File: src/design/cog_pkg.sv
// Shared types and constants for the circle outline pixel generator.
// Used by cog_isqrt and circle_outline_pixel_generator; no dependencies.

package cog_pkg;

  localparam int unsigned COORD_BITS = 12;
  localparam int unsigned CFG_W      = 13;
  localparam int unsigned CTR_W      = 13;
  localparam int unsigned COLOR_W    = 32;
  localparam int unsigned STATUS_W   = 2;
  localparam int unsigned ADDR_W     = 2;

  localparam int unsigned SQ_IN_W  = 2 * COORD_BITS;
  localparam int unsigned ROOT_W   = COORD_BITS;
  localparam int unsigned SQ_CNT_W = $clog2(ROOT_W);

  localparam int unsigned IN_DATA_W  = 40;
  localparam int unsigned OUT_DATA_W = 56;

  localparam logic [CFG_W:0] SCREEN_LIM = (CFG_W + 1)'(1) << COORD_BITS;

  localparam logic [ADDR_W-1:0] REG_WIDTH  = 2'd0;
  localparam logic [ADDR_W-1:0] REG_HEIGHT = 2'd1;
  localparam logic [ADDR_W-1:0] REG_COLOR  = 2'd2;

  localparam logic [STATUS_W-1:0] ST_POINT  = 2'd0;
  localparam logic [STATUS_W-1:0] ST_ACCEPT = 2'd1;
  localparam logic [STATUS_W-1:0] ST_REJECT = 2'd2;
  localparam logic [STATUS_W-1:0] ST_IDLE   = 2'd3;

  localparam logic FUNC_LOAD = 1'b0;

endpackage

File: src/design/cog_isqrt.sv
// Iterative integer square root, one result bit per cycle.
// Depends on cog_pkg for operand and root widths.

module cog_isqrt (
  input  logic                          clk_i,
  input  logic                          rst_ni,
  input  logic                          start_i,
  input  logic [cog_pkg::SQ_IN_W-1:0]   operand_i,
  output logic                          busy_o,
  output logic                          done_o,
  output logic [cog_pkg::ROOT_W-1:0]    root_o
);

  logic                          busy_q, busy_d;
  logic                          done_q, done_d;
  logic [cog_pkg::SQ_CNT_W-1:0]  cnt_q, cnt_d;
  logic [cog_pkg::SQ_IN_W-1:0]   rem_q, rem_d;
  logic [cog_pkg::SQ_IN_W-1:0]   res_q, res_d;
  logic [cog_pkg::SQ_IN_W-1:0]   bit_w;
  logic [cog_pkg::SQ_IN_W:0]     sum_w;

  assign bit_w = cog_pkg::SQ_IN_W'(1) << {cnt_q, 1'b0};
  assign sum_w = {1'b0, res_q} + {1'b0, bit_w};

  always_comb begin
    busy_d = busy_q;
    done_d = 1'b0;
    cnt_d  = cnt_q;
    rem_d  = rem_q;
    res_d  = res_q;
    if (start_i) begin
      busy_d = 1'b1;
      cnt_d  = cog_pkg::SQ_CNT_W'(cog_pkg::ROOT_W - 1);
      rem_d  = operand_i;
      res_d  = '0;
    end else if (busy_q) begin
      if ({1'b0, rem_q} >= sum_w) begin
        rem_d = rem_q - sum_w[cog_pkg::SQ_IN_W-1:0];
        res_d = (res_q >> 1) + bit_w;
      end else begin
        res_d = res_q >> 1;
      end
      if (cnt_q == '0) begin
        busy_d = 1'b0;
        done_d = 1'b1;
      end else begin
        cnt_d = cnt_q - 1'b1;
      end
    end
  end

  always_ff @(posedge clk_i or negedge rst_ni) begin
    if (!rst_ni) begin
      busy_q <= 1'b0;
      done_q <= 1'b0;
      cnt_q  <= '0;
    end else begin
      busy_q <= busy_d;
      done_q <= done_d;
      cnt_q  <= cnt_d;
    end
  end

  always_ff @(posedge clk_i) begin
    rem_q <= rem_d;
    res_q <= res_d;
  end

  assign busy_o = busy_q;
  assign done_o = done_q;
  assign root_o = res_q[cog_pkg::ROOT_W-1:0];

endmodule

File: src/design/circle_outline_pixel_generator.sv
// Top level: command sequencer, bounds check, point emission and output register.
// Depends on cog_pkg and cog_isqrt.
//
//  port group      dir  tdata (low bit up)                      tuser    tlast
//  s_axis          in   center_x[12:0] center_y[25:13]          func     -
//                       radius[37:26], zero fill
//  m_axis          out  pixel_x[11:0] pixel_y[23:12]            status   last
//                       color[55:24]
//  cfg             in   cfg_we_i, cfg_addr_i, cfg_data_i (write only)
//
// Load or idle advance: decode then status state; the status result is registered into the output register.
// Column advance: multiply plus the square root unit, then eight
// point results one per cycle while the output does not stall.
// Input is taken only while the sequencer is idle; output stalls hold emission.
// Reset clears control state and sets width 640, height 480, color 0.

module circle_outline_pixel_generator (
  input  logic                              clk_i,
  input  logic                              rst_ni,
  input  logic                              s_axis_tvalid,
  output logic                              s_axis_tready,
  input  logic [cog_pkg::IN_DATA_W-1:0]     s_axis_tdata,  // center_x, center_y, radius
  input  logic                              s_axis_tuser,  // func
  output logic                              m_axis_tvalid,
  input  logic                              m_axis_tready,
  output logic [cog_pkg::OUT_DATA_W-1:0]    m_axis_tdata,  // pixel_x, pixel_y, color
  output logic [cog_pkg::STATUS_W-1:0]      m_axis_tuser,  // status
  output logic                              m_axis_tlast,
  input  logic                              cfg_we_i,
  input  logic [cog_pkg::ADDR_W-1:0]        cfg_addr_i,
  input  logic [cog_pkg::COLOR_W-1:0]       cfg_data_i
);

  localparam logic [2:0] S_IDLE   = 3'd0;
  localparam logic [2:0] S_DECODE = 3'd1;
  localparam logic [2:0] S_SQRT   = 3'd2;
  localparam logic [2:0] S_EMIT   = 3'd3;
  localparam logic [2:0] S_STATUS = 3'd4;

  localparam int unsigned CB = cog_pkg::COORD_BITS;

  logic [2:0]                    state_q, state_d;
  logic [cog_pkg::CFG_W-1:0]     width_q, height_q;
  logic [cog_pkg::COLOR_W-1:0]   color_q;

  logic                          func_q;
  logic [cog_pkg::CTR_W-1:0]     in_cx_q, in_cy_q;
  logic [CB-1:0]                 in_r_q;

  logic [CB-1:0]                 cur_cx_q, cur_cy_q, cur_r_q, column_q;
  logic                          active_q;
  logic [2:0]                    pt_q;
  logic [cog_pkg::STATUS_W-1:0]  pend_status_q;

  logic                          out_valid_q;
  logic [CB-1:0]                 out_x_q, out_y_q;
  logic [cog_pkg::COLOR_W-1:0]   out_color_q;
  logic [cog_pkg::STATUS_W-1:0]  out_status_q;
  logic                          out_last_q;
  logic                          out_free;

  logic                          sq_start, sq_busy, sq_done;
  logic [cog_pkg::SQ_IN_W-1:0]   sq_operand;
  logic [CB-1:0]                 root;
  logic [CB-1:0]                 r_minus_i;
  logic [CB:0]                   r_plus_i;
  logic [2*CB:0]                 product;

  logic signed [CB+2:0]          cx_s, cy_s, r_s, w_s, h_s;
  logic [cog_pkg::CFG_W:0]       w_clamp, h_clamp;
  logic                          reject;
  logic                          fin;
  logic [CB-1:0]                 dx, dy, px, py;

  // square root unit
  cog_isqrt u_isqrt (
    .clk_i     (clk_i),
    .rst_ni    (rst_ni),
    .start_i   (sq_start),
    .operand_i (sq_operand),
    .busy_o    (sq_busy),
    .done_o    (sq_done),
    .root_o    (root)
  );

  assign r_minus_i  = cur_r_q - column_q;
  assign r_plus_i   = {1'b0, cur_r_q} + {1'b0, column_q};
  assign product    = (2*CB+1)'(r_minus_i) * (2*CB+1)'(r_plus_i);
  assign sq_operand = product[cog_pkg::SQ_IN_W-1:0];

  assign w_clamp = ({1'b0, width_q} > cog_pkg::SCREEN_LIM) ? cog_pkg::SCREEN_LIM
                                                          : {1'b0, width_q};
  assign h_clamp = ({1'b0, height_q} > cog_pkg::SCREEN_LIM) ? cog_pkg::SCREEN_LIM
                                                           : {1'b0, height_q};
  assign cx_s = (CB+3)'(signed'(in_cx_q));
  assign cy_s = (CB+3)'(signed'(in_cy_q));
  assign r_s  = signed'((CB+3)'(in_r_q));
  assign w_s  = signed'((CB+3)'(w_clamp));
  assign h_s  = signed'((CB+3)'(h_clamp));
  assign reject = (cx_s - r_s < 0) || (cx_s + r_s >= w_s) ||
                  (cy_s - r_s < 0) || (cy_s + r_s >= h_s);

  assign fin = (column_q + 1'b1) == cur_r_q;
  assign dx  = pt_q[2] ? root : column_q;
  assign dy  = pt_q[2] ? column_q : root;
  assign px  = pt_q[1] ? cur_cx_q - dx : cur_cx_q + dx;
  assign py  = pt_q[0] ? cur_cy_q - dy : cur_cy_q + dy;

  assign out_free = !out_valid_q || m_axis_tready;
  assign sq_start = (state_q == S_DECODE) && (func_q != cog_pkg::FUNC_LOAD) &&
                    active_q && (column_q < cur_r_q);

  always_comb begin
    state_d = state_q;
    case (state_q)
      S_IDLE: begin
        if (s_axis_tvalid) state_d = S_DECODE;
      end
      S_DECODE: state_d = sq_start ? S_SQRT : S_STATUS;
      S_SQRT: begin
        if (sq_done) state_d = S_EMIT;
      end
      S_EMIT: begin
        if (out_free && pt_q == 3'd7) state_d = S_IDLE;
      end
      S_STATUS: begin
        if (out_free) state_d = S_IDLE;
      end
      default: state_d = S_IDLE;
    endcase
  end

  always_ff @(posedge clk_i or negedge rst_ni) begin
    if (!rst_ni) begin
      state_q       <= S_IDLE;
      width_q       <= 13'd640;
      height_q      <= 13'd480;
      color_q       <= '0;
      cur_cx_q      <= '0;
      cur_cy_q      <= '0;
      cur_r_q       <= '0;
      column_q      <= '0;
      active_q      <= 1'b0;
      pt_q          <= '0;
      pend_status_q <= cog_pkg::ST_IDLE;
      out_valid_q   <= 1'b0;
    end else begin
      state_q <= state_d;
      if (cfg_we_i) begin
        case (cfg_addr_i)
          cog_pkg::REG_WIDTH:  width_q  <= cfg_data_i[cog_pkg::CFG_W-1:0];
          cog_pkg::REG_HEIGHT: height_q <= cfg_data_i[cog_pkg::CFG_W-1:0];
          cog_pkg::REG_COLOR:  color_q  <= cfg_data_i;
          default: ;
        endcase
      end
      if (state_q == S_DECODE) begin
        pt_q <= '0;
        if (func_q == cog_pkg::FUNC_LOAD) begin
          if (reject) begin
            active_q      <= 1'b0;
            pend_status_q <= cog_pkg::ST_REJECT;
          end else begin
            cur_cx_q      <= in_cx_q[CB-1:0];
            cur_cy_q      <= in_cy_q[CB-1:0];
            cur_r_q       <= in_r_q;
            column_q      <= '0;
            active_q      <= (in_r_q != '0);
            pend_status_q <= cog_pkg::ST_ACCEPT;
          end
        end else if (!sq_start) begin
          active_q      <= 1'b0;
          pend_status_q <= cog_pkg::ST_IDLE;
        end
      end
      if (state_q == S_EMIT && out_free) begin
        pt_q <= pt_q + 1'b1;
        if (pt_q == 3'd7) begin
          column_q <= column_q + 1'b1;
          if (fin) active_q <= 1'b0;
        end
      end
      if ((state_q == S_EMIT || state_q == S_STATUS) && out_free) begin
        out_valid_q <= 1'b1;
      end else if (m_axis_tready) begin
        out_valid_q <= 1'b0;
      end
    end
  end

  always_ff @(posedge clk_i) begin
    if (s_axis_tvalid && s_axis_tready) begin
      func_q  <= s_axis_tuser;
      in_cx_q <= s_axis_tdata[12:0];
      in_cy_q <= s_axis_tdata[25:13];
      in_r_q  <= s_axis_tdata[37:26];
    end
    if (state_q == S_EMIT && out_free) begin
      out_x_q      <= px;
      out_y_q      <= py;
      out_color_q  <= color_q;
      out_status_q <= cog_pkg::ST_POINT;
      out_last_q   <= (pt_q == 3'd7) && fin;
    end else if (state_q == S_STATUS && out_free) begin
      out_x_q      <= '0;
      out_y_q      <= '0;
      out_color_q  <= '0;
      out_status_q <= pend_status_q;
      out_last_q   <= 1'b1;
    end
  end

  assign s_axis_tready = (state_q == S_IDLE);
  assign m_axis_tvalid = out_valid_q;
  assign m_axis_tdata  = {out_color_q, out_y_q, out_x_q};
  assign m_axis_tuser  = out_status_q;
  assign m_axis_tlast  = out_last_q;

  a_idle_no_sqrt: assert property (@(posedge clk_i) disable iff (!rst_ni)
    (state_q == S_IDLE) |-> !sq_busy)
    else $error("square root unit busy while sequencer idle");

  a_done_in_sqrt: assert property (@(posedge clk_i) disable iff (!rst_ni)
    sq_done |-> (state_q == S_SQRT))
    else $error("square root finished outside of wait state");

  a_last_point_ends: assert property (@(posedge clk_i) disable iff (!rst_ni)
    (state_q == S_EMIT && out_free && pt_q == 3'd7 && fin) |=> !active_q)
    else $error("final point emitted while circle still active");

  a_start_idle_unit: assert property (@(posedge clk_i) disable iff (!rst_ni)
    sq_start |=> (sq_busy && state_q == S_SQRT))
    else $error("square root did not start");

endmodule

File: config.mk
export PLATFORM = sky130hd
export DESIGN_NAME = circle_outline_pixel_generator
export DESIGN_NICKNAME = d
export VERILOG_FILES = /design/src/design/cog_pkg.sv /design/src/design/cog_isqrt.sv /design/src/design/circle_outline_pixel_generator.sv
export SDC_FILE = /design/constraint.sdc
export NUM_CORES = 1
export LEC_CHECK = 0
export BUFFER_PORTS_ARGS = -buffer_cell sky130_fd_sc_hd__buf_2
export CAP_MARGIN = 30
export CORE_UTILIZATION = 68
export DETAILED_ROUTE_END_ITERATION = 7
export PLACE_DENSITY_LB_ADDON = 0.2
export REMOVE_ABC_BUFFERS = 1
export SYNTH_ARGS = -nofsm -noshare
export SYNTH_HDL_FRONTEND = slang
export SYNTH_SLANG_ARGS = --single-unit
File: constraint.sdc
create_clock -name clk_i -period 12.1 [get_ports clk_i]
set_input_delay 0.605 -clock clk_i [delete_from_list [all_inputs] [get_ports clk_i]]
set_output_delay 0.605 -clock clk_i [all_outputs]
set_load 0.05 [all_outputs]
==> flow_summary.ini <==
[die]
die_h_um = 186
rows = 66
io_pins = 141
dieArea_um2 = 34500
initial_core_util_pct = 69.8
core_area_um2 = 32900
die_w_um = 186

[sta]
fin_setup_tns_ns = 0
rsz0062_at_grt = no
period_needed_ns = 8.26
post-route-period-util_pct = 68.2
final.setup_skew_ns = 0.0276
max_slew_margin_pct = 33.4
fmax_ghz = 0.121
finalSetupViolations = 0
worstMarginPinSlew_ns = 0.991
maxSlewViolCount = 0
holdWs_ns = 0.0368
hold_viol_final = 0

[logic_synthesis]
yosysTopAreaCellShare_pct = 15.7
postSynthCellCount = 2399
synthTopCellsByArea = edfxtp_1, ha_1, dfrtp_1
synth-edff-count = 120
yosysTopAreaCell = edfxtp_1
yosysWarnings = 0
synth-seq-area-share_pct = 31.3
synth_compound_area_share_pct = 12.1
ys_dominant_reg_cell = edfxtp_1
synth_seq_cells = 268
muxShareOfSynthArea_pct = 6.05
syn_area_per_cell_um2 = 9.56
synth_top_family_by_area = adder cells
synthArstFlopShare_pct = 45.5
netlist_area_um2 = 22900
yosys.area_share.simple_pct = 15.0
synth_xor_xnor_area_share_pct = 6.69
ys_types = 70
synth_fa_ha_area_share_pct = 23.2

[final_layout]
finalNonFillerCells = 2959
syn_to_final_growth_pct = 9.09
mostFrequentLayoutCell = ha_1
nets = 2930
final_cell_mix = ha_1, inv_1, nand2_1, nor2_1, buf_2
drive_gt1_share_pct = 13.4
n_antenna_cell = 0

[clocking]
postCtsSetupBuffers = 0
hold_buffers = 0
clkTransAtPathRegs_ns = 0.06
cts_made_buffers = 29
clockBufferDepth = 3
cts_tree = built
clock_latency_ns = 0.59
cts.sinks = 268
root_buffer = clkbuf_16
cts-resized-gates = 0
htree_levels = 1

[route]
wire_per_inst_um = 18.4
drt_iter0_markers = 1405
ant_nets = 0
dr_total_vias = 17700
wl_um = 54600
firstDrtPassIters = 6
drt_drc_violations_left = 0
via_per_inst = 5.98

[critical_path]
required_ns = 12.40
reg2reg_depth = 26
critPathKind = reg2reg
slowest_delay_ns = 0.66
crit_slowest_cell = xnor2_1
cpMostUsedCell = fa_1
reg2reg_slack_ns = 3.84
crit_family = adder cells
crit_buf_inv = 3
start_kind = register
path_max_fanout = 12
worst-path-stages = 26
arrival_ns = 8.55
endpoint_kind = register

[place]
post-place-cells = 2899
hpwl_um = 41100
gp_congestion = 0.949
numPortBuffers = 138

[grt]
grt_usage_pct = 32.8
grt.met2_usage_pct = 52.2
grt-ovfl-total = 0
grt_pass1_wl_um = 88600
gr-usage-met3_pct = 4.11
first_global_vias = 17500
grt.busiest_layer = met2
met1_usage_pct = 45.7
grt_max_degree = 68
antenna_found_initial = 1

[min_path]
hp-class = in2async

[flow_run]
drv_cap = 0

[run_status]
status = completed
[stage by stage]
stage               setup slack [ns]  cell area [µm²]  util [%]
finish                          3.84            25000      76.1
global route                    3.29            25000      76.1
CTS                             3.92            24900      75.9
detailed placement              3.96            24000      72.9
global placement                4.02            23900      72.7
floorplan                       4.61            22500         -
[layout make-up]
class	count	area, µm²
multi-input combinational	1794	14500
fill	2367	7860
sequential	268	7190
timing repair buffer	164	937
inverter	237	890
clock buffer	39	825
tap	442	553
clock inverter	15	148
[path summary, 6_finish.rpt]
path,from,end
hold reg to reg,color_q[14],color_q[14]
max in group asynchronous,rst_ni,pend_status_q[0]
setup reg to reg,column_q[1],u_isqrt.rem_q[22]
min in group clk_i,s_axis_tdata[1],in_cx_q[1]
hold / removal,rst_ni,color_q[9]
setup / recovery,column_q[1],u_isqrt.rem_q[22]
[registers in the layout (all words and copies together) (netlist names), 2 cells and up]
| register | cells |
|---|---|
| u_isqrt.rem_q | 24 |
| u_isqrt.cnt_q | 4 |
| height_q | 13 |
| m_axis_tuser | 2 |
| pend_status_q | 2 |
| column_q | 12 |
| in_r_q | 12 |
| cur_cx_q | 12 |
| color_q | 32 |
| width_q | 13 |
| cur_cy_q | 12 |
| pt_q | 3 |
| out_x_q | 12 |
| in_cy_q | 13 |
| out_color_q | 32 |
| in_cx_q | 13 |
| state_q | 3 |
| u_isqrt.res_q | 24 |
| out_y_q | 12 |
| cur_r_q | 12 |
[worst reg2reg max path, stage by stage, from the launching register on]
cell and delay [ns]:
dfrtp_1 0.57, inv_1 0.12, ha_1 0.32, nor2b_1 0.15, o31ai_1 0.50, a211oi_1 0.23
nor3_1 0.39, nor2_1 0.11, xnor2_1 0.66, and2_1 0.26, fa_1 0.43, fa_1 0.54
fa_1 0.53, fa_1 0.56, inv_1 0.06, fa_1 0.53, inv_1 0.04, ha_1 0.38
a21o_1 0.19, a21oi_1 0.18, nor2b_1 0.07, o21ai_0 0.13, o21ai_0 0.17, o41a_1 0.38
a31oi_1 0.20, xor2_1 0.17, mux2i_1 0.09
[cell usage after synthesis (45+ instances only)]
| cell | n |
|---|---|
| a21oi_1 | 120 |
| and2_1 | 85 |
| clkbuf_1 | 82 |
| dfrtp_1 | 114 |
| edfxtp_1 | 120 |
| fa_1 | 116 |
| ha_1 | 240 |
| inv_1 | 237 |
| mux2_2 | 93 |
| nand2_1 | 206 |
| nand2b_1 | 48 |
| nor2_1 | 163 |
| nor2b_1 | 45 |
| o21ai_0 | 101 |
| xnor2_1 | 107 |
| xor2_1 | 68 |
[logic make-up (layout without fill, tap and decap cells)]
kind of cell    count (synthesis)  count (layout)
fa+ha+maj                     356             356
xor+xnor                      175             175
buf+inv                       337             455
compound gates                428             428
flops                         268             268
mux                           127             127
simple gates                  708             708
[per-layer routing]
layer / vias to the layer above / routed length [µm]
met4: 0 / 2020
met5: - / 0
met1: 8585 / 24200
met3: 102 / 3650
li1: 8426 / -
met2: 595 / 24700
Power is not shown: default switching activity piles up to over one toggle a cycle in this logic, so the estimate is an artifact.
